[src/design/fsp_fifo.sv]
module fsp_fifo #(
  parameter int unsigned Width = 8,
  parameter int unsigned Depth = 2
) (
  input  logic             clk_i,
  input  logic             rst_ni,
  input  logic             push_i,
  input  logic [Width-1:0] data_i,
  output logic             full_o,
  input  logic             pop_i,
  output logic [Width-1:0] data_o,
  output logic             empty_o
);

  localparam int unsigned PtrW = (Depth > 1) ? $clog2(Depth) : 1;
  localparam int unsigned CntW = $clog2(Depth + 1);
  localparam logic [PtrW-1:0] LastPtr = PtrW'(Depth - 1);
  localparam logic [CntW-1:0] FullCnt = CntW'(Depth);

  logic [Width-1:0] mem_q [Depth];
  logic [PtrW-1:0]  wr_ptr_q, wr_ptr_d, rd_ptr_q, rd_ptr_d;
  logic [CntW-1:0]  cnt_q, cnt_d;
  logic             push_ok, pop_ok;

  assign full_o  = (cnt_q == FullCnt);
  assign empty_o = (cnt_q == '0);
  assign push_ok = push_i & ~full_o;
  assign pop_ok  = pop_i & ~empty_o;
  assign data_o  = mem_q[rd_ptr_q];

  always_comb begin
    wr_ptr_d = wr_ptr_q;
    rd_ptr_d = rd_ptr_q;
    cnt_d    = cnt_q;
    if (push_ok) begin
      wr_ptr_d = (wr_ptr_q == LastPtr) ? '0 : wr_ptr_q + 1'b1;
    end
    if (pop_ok) begin
      rd_ptr_d = (rd_ptr_q == LastPtr) ? '0 : rd_ptr_q + 1'b1;
    end
    case ({push_ok, pop_ok})
      2'b10:   cnt_d = cnt_q + 1'b1;
      2'b01:   cnt_d = cnt_q - 1'b1;
      default: cnt_d = cnt_q;
    endcase
  end

  always_ff @(posedge clk_i or negedge rst_ni) begin
    if (!rst_ni) begin
      wr_ptr_q <= '0;
      rd_ptr_q <= '0;
      cnt_q    <= '0;
    end else begin
      wr_ptr_q <= wr_ptr_d;
      rd_ptr_q <= rd_ptr_d;
      cnt_q    <= cnt_d;
    end
  end

  always_ff @(posedge clk_i) begin
    if (push_ok) begin
      mem_q[wr_ptr_q] <= data_i;
    end
  end

endmodule

[config.mk]
export PLATFORM = sky130hd
export DESIGN_NAME = fsp_fifo
export DESIGN_NICKNAME = d
export VERILOG_FILES = /design/src/design/fsp_fifo.sv
export SDC_FILE = /design/constraint.sdc
export NUM_CORES = 1
export LEC_CHECK = 0
export BUFFER_PORTS_ARGS = -buffer_cell sky130_fd_sc_hd__clkbuf_2
export CORE_MARGIN = 4
export CORE_UTILIZATION = 40
export DETAILED_ROUTE_END_ITERATION = 10
export GPL_TIMING_DRIVEN = 0
export PLACE_DENSITY = 0.65
export SLEW_MARGIN = 30
export SYNTH_ARGS = -nofsm -noshare
export SYNTH_HDL_FRONTEND = slang
export SYNTH_SLANG_ARGS = --single-unit
[constraint.sdc]
create_clock -name clk_i -period 2.14 [get_ports clk_i]
set_input_delay 0.321 -clock clk_i [delete_from_list [all_inputs] [get_ports clk_i]]
set_output_delay 0.321 -clock clk_i [all_outputs]
set_load 0.005 [all_outputs]
==> impl_metrics.py <==
metrics = {
    "clock_tree": {
        "cts.sinks": 20,
        "cts_tree": "built",
        "clock_latency_ns": 0.29,
        "cts_root_buf": "clkbuf_4",
        "clk_path_buf_depth": 2,
        "clkTransAtPathRegs_ns": 0.11,
        "h-tree-depth": 1,
        "tritoncts.num_buffers": 3,
        "cts_setup_buffers": 0,
    },
    "timing": {
        "max_freq_mhz": 604,
        "rsz0062_at_grt": "no",
        "fin_crit_sh": 0.774,
        "final_hold_viol_count": 0,
        "min_period_ns": 1.66,
        "setup_ws_ns": 0.485,
        "finalSetupTns_ns": 0,
        "maxSlewViolCount": 0,
        "worstMarginPinSlew_ns": 0.702,
        "slew_headroom": 0.530,
        "setup_viol": 0,
        "worst_clock_skew_ns": 0.00755,
    },
    "logic_synthesis": {
        "synthCells": 43,
        "yosys.area.top_type": "edfxtp_1",
        "async_flop_share": 0.200,
        "ys.warnings.count": 0,
        "synth_fp_nets": 56,
        "synth_flop_cell": "edfxtp_1",
        "yosys-top-cells-count": "16 x edfxtp_1, 8 x mux2_2, 4 x dfrtp_1, 3 x nor2_1, 3 x xnor2_1",
        "synth_most_common_cell": "edfxtp_1",
        "synth_cell_types": 13,
        "seq_area_frac_synth": 0.752,
        "avgSynthCellArea_um2": 18.0,
        "synth.cell_area_um2": 772,
        "yosys-top-cells-area": "edfxtp_1 62%, dfrtp_1 13%, mux2_2 12%",
        "yosysTopAreaCellShare": 0.622,
        "synth_seq_cells": 20,
        "synth_edf_count": 16,
    },
    "critical_path": {
        "critPathTopFamily": "multiplexers",
        "cp_slowest_cell": "mux2_2",
        "r2r-end": "mem_q[0][6]$_DFFE_PP_",
        "path_cells": "buf_2, mux2_2, clkbuf_2",
        "reg2reg_depth": 3,
        "r2r_slack_ns": 0.52,
        "cp-startpoint": "rd_ptr_q$_DFFE_PN0P_",
        "crit_arrival_ns": 1.33,
        "cp_num_buf_inv": 2,
        "path_class": "register to primary output",
        "startpoint_type": "register",
        "slowest_delay_ns": 0.37,
        "cp.depth": 3,
        "path_max_fanout": 9,
        "cp-end-kind": "primary output",
        "crit_required_ns": 1.82,
        "reg2reg_from": "cnt_q[0]$_DFFE_PN0P_",
        "crit_end": "data_o[5]",
    },
    "detailed_routing": {
        "drt_iter0_markers": 0,
        "vias_per_cell": 4.43,
        "drc": 0,
        "wl_per_cell_um": 13.4,
        "ant_nets": 0,
        "wirelength_mm": 1.26,
        "dr.pass1.iters": 1,
        "vias": 416,
    },
    "placed_design": {
        "pre_cts_slack_ns": 0.481,
        "io_buffers": 21,
        "place_inst": 89,
        "hpwl_um": 923,
        "gp_congestion": 0.682,
    },
    "finish": {
        "fin_nets": 83,
        "syn2layout_area_growth_pct": 22.4,
        "num_antenna_cells": 0,
        "fin_cells": 94,
        "seqCellArea_um2": 581,
        "utilization": 0.530,
        "num-fill-cells": 157,
        "drive_gt1_frac": 0.493,
        "multi_input_area_um2": 183,
    },
    "die": {
        "core_area_mm2": 0.00178,
        "start_util": 0.433,
        "die_y_um": 51.9,
        "die_area_mm2": 0.00270,
        "die_w_um": 51.9,
        "row_count": 15,
        "ioPinCount": 22,
    },
    "flow_run": {
        "drv_cap": 0,
    },
    "pwr": {
        "powerDensity_mw_per_mm2": 1250,
        "finalPower_mw": 1.18,
        "vdd_drop_max_mv": 0.670,
        "leakage_nw": 0.389,
    },
    "global_routing": {
        "grt_pass1_wl_mm": 2.05,
        "grt_pass1_vias": 470,
        "grt_max_degree": 12,
        "grt_overflow_total": 0,
        "antenna_found_initial": 0,
        "grt_use_total": 0.109,
    },
    "status": {
        "run_status": "completed",
    },
    "hold_path": {
        "hold_path_class": "input pin to register",
    },
}
[per-stage QoR]
stage	cell area, µm²	hold WS (ns)
5_1_grt	945	0.206
3_3_place_gp	908	0.136
3_5_place_dp	908	0.135
2_1_floorplan	772	0.0254
4_1_cts	945	0.206
6_report	945	0.214
[sequential cells by signal, summed over array words and instances, names as in the netlist]
signal and flops:
rd_ptr_q 1, cnt_q 2, wr_ptr_q 1, mem_q 16
[metal layers]
metal / GRT usage / vias up / wire [µm]
met1: 0.115 / 199 / 521
li1: - / 206 / -
met2: 0.201 / 11 / 674
met5: 0 / - / 0
met3: 0.0258 / 0 / 65
met4: 0.0524 / 0 / 0
[report_power, final]
group	total, mW	switching (mW)	internal [mW]
registers	0.593	0.0490	0.544
clock network	0.177	0.104	0.0724
logic	0.413	0.201	0.212
total	1.18	0.354	0.829
[cells in the final DEF, fill, tap and decap left out, types with 2 or more instances in the layout]
cell      Yosys  layout
mux2_2        8       8
xnor2_1       3       3
nor2_1        3       3
clkbuf_4      0       3
dfrtp_1       4       4
clkbuf_2      0      21
xor2_1        2       2
edfxtp_1     16      16
[final cells by class]
cell class | instances | area share
sequential | 20 | 0.615
multi-input combinational | 21 | 0.193
timing repair buffer | 22 | 0.122
tap | 25 | 0.0331
clock buffer | 4 | 0.0278
buffer | 1 | 0.00530
inverter | 1 | 0.00397
[cell families after synthesis]
family	synth area share
AND/OR/NAND/NOR	0.0470
XOR/XNOR	0.0567
multiplexers	0.117
adder cells (fa/ha/maj)	0.0162
buffers and inverters	0.0113
flip-flops	0.752
[what timing repair did]
action | CTS | global route
endpoints found under the hold margin | 4 | 0
hold buffers | 1 | 0
setup endpoints to repair | 0 | 0
gates resized for setup | 0 | 0
[worst min path at each step]
stage	startpoint	slack, ns	to	depth (start not counted)
CTS	data_i[4]	0.21	mem_q[0][4]$_DFFE_PP_	1
floorplan	rst_ni	0.03	cnt_q[0]$_DFFE_PN0P_	0
global route	data_i[4]	0.21	mem_q[0][4]$_DFFE_PP_	1
detailed placement	rst_ni	0.13	cnt_q[0]$_DFFE_PN0P_	1
finish	data_i[4]	0.21	mem_q[0][4]$_DFFE_PP_	1
global placement	rst_ni	0.14	cnt_q[1]$_DFFE_PN0P_	1
(Power assumes the default switching activity.)
