**config.mk**
```make
export PLATFORM = sky130hd
export DESIGN_NAME = fsp_front
export DESIGN_NICKNAME = d
export VERILOG_FILES = /design/src/design/fsp_pkg.sv /design/src/design/fsp_front.sv
export SDC_FILE = /design/constraint.sdc
export NUM_CORES = 1
export LEC_CHECK = 0
export BUFFER_PORTS_ARGS = -buffer_cell sky130_fd_sc_hd__buf_4
export CAP_MARGIN = 20
export CELL_PAD_IN_SITES_DETAIL_PLACEMENT = 0
export CELL_PAD_IN_SITES_GLOBAL_PLACEMENT = 1
export CORE_MARGIN = 5
export CORE_UTILIZATION = 22
export DETAILED_ROUTE_END_ITERATION = 10
export PLACE_DENSITY_LB_ADDON = 0.1
export SETUP_SLACK_MARGIN = 0.05
export SLEW_MARGIN = 0
export SYNTH_ARGS = -nofsm -noshare
export SYNTH_HDL_FRONTEND = slang
export SYNTH_SLANG_ARGS = --single-unit
```
**constraint.sdc**
```tcl
create_clock -name vclk -period 2.7
set_clock_uncertainty 0.2 [all_clocks]
set_input_delay 0.405 -clock vclk [all_inputs]
set_output_delay 0.405 -clock vclk [all_outputs]
set_load 0.02 [all_outputs]
```
**src/design/fsp_pkg.sv**
```systemverilog
package fsp_pkg;

  localparam int unsigned GRID_SIZE_DEF = 256;
  localparam int unsigned FIFO_DEPTH    = 2;
  localparam logic [5:0]  HOT_HEAT      = 6'd36;

  typedef struct packed {
    logic [7:0] src_x;
    logic [8:0] src_y;
    logic [1:0] decay;
    logic       drift;
  } fsp_in_t;

  typedef struct packed {
    logic [7:0] dst_x;
    logic [7:0] dst_y;
    logic [5:0] heat;
    logic [7:0] red;
    logic [7:0] green;
    logic [7:0] blue;
  } fsp_out_t;

  // classified request as it waits between front and back
  typedef struct packed {
    logic [7:0] dst_x;
    logic [7:0] dst_y;
    logic [1:0] decay;
    logic       hot;
  } fsp_job_t;

  typedef struct packed {
    logic [7:0] red;
    logic [7:0] green;
    logic [7:0] blue;
  } fsp_rgb_t;

  function automatic fsp_rgb_t palette_lookup(logic [5:0] idx);
    fsp_rgb_t c;
    case (idx)
      6'd0:  c = '{8'd7,   8'd7,   8'd7};
      6'd1:  c = '{8'd31,  8'd7,   8'd7};
      6'd2:  c = '{8'd47,  8'd15,  8'd7};
      6'd3:  c = '{8'd71,  8'd15,  8'd7};
      6'd4:  c = '{8'd87,  8'd23,  8'd7};
      6'd5:  c = '{8'd103, 8'd31,  8'd7};
      6'd6:  c = '{8'd119, 8'd31,  8'd7};
      6'd7:  c = '{8'd143, 8'd39,  8'd7};
      6'd8:  c = '{8'd159, 8'd47,  8'd7};
      6'd9:  c = '{8'd175, 8'd63,  8'd7};
      6'd10: c = '{8'd191, 8'd71,  8'd7};
      6'd11: c = '{8'd199, 8'd71,  8'd7};
      6'd12: c = '{8'd223, 8'd79,  8'd7};
      6'd13: c = '{8'd223, 8'd87,  8'd7};
      6'd14: c = '{8'd223, 8'd87,  8'd7};
      6'd15: c = '{8'd215, 8'd95,  8'd7};
      6'd16: c = '{8'd215, 8'd95,  8'd7};
      6'd17: c = '{8'd215, 8'd103, 8'd15};
      6'd18: c = '{8'd207, 8'd111, 8'd15};
      6'd19: c = '{8'd207, 8'd119, 8'd15};
      6'd20: c = '{8'd207, 8'd127, 8'd15};
      6'd21: c = '{8'd207, 8'd135, 8'd23};
      6'd22: c = '{8'd199, 8'd135, 8'd23};
      6'd23: c = '{8'd199, 8'd143, 8'd23};
      6'd24: c = '{8'd199, 8'd151, 8'd31};
      6'd25: c = '{8'd191, 8'd159, 8'd31};
      6'd26: c = '{8'd191, 8'd159, 8'd31};
      6'd27: c = '{8'd191, 8'd167, 8'd39};
      6'd28: c = '{8'd191, 8'd167, 8'd39};
      6'd29: c = '{8'd191, 8'd175, 8'd47};
      6'd30: c = '{8'd183, 8'd175, 8'd47};
      6'd31: c = '{8'd183, 8'd183, 8'd47};
      6'd32: c = '{8'd183, 8'd183, 8'd55};
      6'd33: c = '{8'd207, 8'd207, 8'd111};
      6'd34: c = '{8'd223, 8'd223, 8'd159};
      6'd35: c = '{8'd239, 8'd239, 8'd199};
      6'd36: c = '{8'd255, 8'd255, 8'd255};
      default: c = '{8'd0, 8'd0, 8'd0};
    endcase
    return c;
  endfunction

endpackage

```
**src/design/fsp_front.sv**
```systemverilog
module fsp_front import fsp_pkg::*; #(
  parameter int unsigned GridSize = GRID_SIZE_DEF
) (
  input  logic                                   push_i,
  input  fsp_in_t                                in_data_i,
  output logic                                   full_o,
  input  logic                                   clearing_i,
  input  logic                                   q_full_i,
  output logic                                   q_push_o,
  output fsp_job_t                               q_job_o,
  output logic [$clog2(GridSize*GridSize)-1:0]   q_src_addr_o,
  output logic [$clog2(GridSize*GridSize)-1:0]   q_dst_addr_o
);

  localparam int unsigned AW = $clog2(GridSize * GridSize);
  localparam logic [AW-1:0] AddrGrid = AW'(GridSize);

  logic [8:0] col_sum, col;
  logic [8:0] dst_row;
  logic       in_range;
  logic       accept;

  // drop rows 0 and above the hot row, and columns off the grid
  assign in_range = (in_data_i.src_y != '0) &&
                    (32'(in_data_i.src_y) <= GridSize) &&
                    (32'(in_data_i.src_x) < GridSize);

  assign col_sum = {1'b0, in_data_i.src_x} + 9'(in_data_i.drift);
  assign col     = (32'(col_sum) >= GridSize) ? '0 : col_sum;
  assign dst_row = in_data_i.src_y - 9'd1;

  assign q_src_addr_o = AW'(in_data_i.src_y) * AddrGrid + AW'(col);
  assign q_dst_addr_o = AW'(dst_row) * AddrGrid + AW'(in_data_i.src_x);

  assign q_job_o.dst_x = in_data_i.src_x;
  assign q_job_o.dst_y = dst_row[7:0];
  assign q_job_o.decay = in_data_i.decay;
  assign q_job_o.hot   = (32'(in_data_i.src_y) == GridSize);

  assign full_o   = q_full_i | clearing_i;
  assign accept   = push_i & ~full_o;
  assign q_push_o = accept & in_range;

endmodule

```
==> qor.yml <==
floorplanning:
  die_h_um: 66.2
  core.rowCount: 20
  dieArea_mm2: 0.00438
  core_area_mm2: 0.00305
  pin_count: 76
  initial_utilization_pct: 22.7
  die_w_um: 66.2
clock_network:
  cts_hold_buf: 0
synth:
  synth_top_cell_by_area: "buf_4"
  synth_nets: 124
  synth_seq_area_share_pct: 0
  yosys_warnings: 0
  synthTopCellsByArea: "buf_4 29%, ha_1 13%, xnor2_1 11%"
  syn_area_um2: 694
  ys_types: 26
  synth_area_per_cell_um2: 7.39
  synthDominantCellAreaShare_pct: 29.2
  syn_inst: 94
critical_path:
  crit_required_ps: 2100
  critPathSlowestCell: "or4_4"
  critical_path_buf_inv_count: 2
  crit_path_cell_trace: "buf_4 > or4_4 > nor4b_2 > ha_1 > nor3b_2 > buf_4"
  worstPathArrival_ps: 1920
  crit_family: "simple AND/OR/NAND/NOR gates"
  worst_path_most_repeated_cell: "buf_4"
  crit_fanout: 2
  max_stage_delay_ps: 560
  path_class: "input port to output pin"
  crit_path_end_kind: "output pin"
  critPathLaunchType: "input port"
pwr:
  ir_drop_v: 0.0000827
  p_per_area_mw_per_mm2: 215
  total_power_uw: 237
  leakagePower_nw: 0.559
timing:
  period_share_pct: 93.5
  rsz0062_at_grt: "false"
  period_needed_ps: 2530
  hold_violations: 0
  setup_viol: 0
  fin_hold_ws_ps: 610
  fmax_ghz: 0.396
  tns_ps: 0
  setup_ws_ps: 175
  slew_viol_final: 0
finish:
  nNetsFinal: 172
  diodes: 0
  fillers: 330
  drive_gt1_share_pct: 57.1
  seq_area_um2: 0
  area.growth.synth_to_final_pct: 58.7
  nFlopsAndLatches: 0
  n_clock_buffer: 0
grt:
  antenna_found_initial: 0
  grt_remaining_overflow: 0
  grt_usage_pct: 9.08
  grt_pass1_vias: 749
  grt_pass1_wl_um: 3320
  grt_max_degree: 9
outcome:
  status: "finished, final reports clean"
run:
  cap_violations: 0
routing:
  antenna_left: 0
  avgRoutedWirePerCell_um: 11.7
  first_iter_violations: 42
  dr.pass1.iters: 4
  drc: 0
  num_vias: 765
  routed_wl_um: 2150
  via_per_inst: 4.16
placement:
  port_buffers: 72
  hpwl_um: 1900
  dp_slack_ps: 103
  place_congestion: 0.657
worst_hold_path:
  hold_class: "input port to output pin"
-- final cells by class --
cell class                      instances  area, um2  area share, %
Tap cell                               44       55.1           4.99
Inverter                                3       11.3           1.02
Timing Repair Buffer                   74        556           50.4
Multi-Input combinational cell         63        480           43.6
-- power by group --
group / leakage (nW) / internal [mW] / total, mW / switching (mW)
clock: 0 / 0 / 0 / 0
combinational: 0.559 / 0.106 / 0.237 / 0.131
sequential: 0 / 0 / 0 / 0
-- repair_timing --
item / in CTS / in global routing
endpoints found under the setup margin: 0 / 1
buffers inserted: 0 / 0
gates resized for setup: 0 / 1
-- cell families after synthesis --
kind of cell	Yosys count	share of synthesized area, %
compound gates	6	5.95
buf+inv	31	32.4
other cells	1	0.540
simple gates	34	29.6
fa+ha+maj	7	12.6
xor+xnor	15	18.9
-- cells in the final DEF, fill, tap and decap left out --
| master | synthesis | final |
|---|---|---|
| buf_4 | 27 | 74 |
| nand3_1 | 11 | 11 |
| xnor2_1 | 9 | 9 |
| ha_1 | 7 | 7 |
| nand2_1 | 6 | 6 |
| xor2_1 | 6 | 6 |
| inv_1 | 3 | 3 |
| and3_1 | 2 | 2 |
| a31oi_1 | 2 | 2 |
| nor3_1 | 2 | 2 |
| nor2b_1 | 2 | 2 |
| nor2_1 | 2 | 2 |
| and3_2 | 1 | 1 |
| a21oi_1 | 1 | 1 |
| o31ai_1 | 1 | 1 |
| o41ai_1 | 1 | 1 |
| o211ai_1 | 1 | 1 |
| nand4b_1 | 1 | 1 |
| nand2b_1 | 1 | 1 |
| or4_4 | 1 | 1 |
| nor4_4 | 1 | 1 |
| nor3b_1 | 2 | 1 |
| or2_2 | 1 | 1 |
| nor4b_2 | 0 | 1 |
| nor3b_2 | 0 | 1 |
| conb_1 | 1 | 1 |
-- worst paths after layout --
path	slack, ps	start	cells after the start	endpoint
worst max-delay path	170	in_data_i[7]	6	q_push_o
worst min-delay path	610	in_data_i[2]	0	q_job_o[2]
-- stage by stage --
| step | instance area [um2] | util (%) | instances |
|---|---|---|---|
| 2_1_floorplan | 699 | - | 94 |
| 3_3_place_gp | 1100 | 35.9 | 184 |
| 3_5_place_dp | 1100 | 35.9 | 184 |
| 4_1_cts | 1100 | 35.9 | 184 |
| 5_1_grt | 1100 | 36.1 | 184 |
| 6_report | 1100 | 36.1 | 184 |
-- metal layers --
layer | vias up | global-route usage (%) | share of wire (%)
met5 | - | 0 | 0
met2 | 45 | 17.3 | 49
met1 | 331 | 11.2 | 40
met3 | 2 | 1.02 | 11
met4 | 0 | 0.508 | 0.19
li1 | 387 | - | -
-- synthesized netlist by cell type (2+ instances only) --
cell	count
nor2_1	2
buf_4	27
xnor2_1	9
inv_1	3
ha_1	7
xor2_1	6
nor2b_1	2
nor3_1	2
nand2_1	6
nand3_1	11
nor3b_1	2
and3_1	2
a31oi_1	2
(Power assumes the default switching activity.)
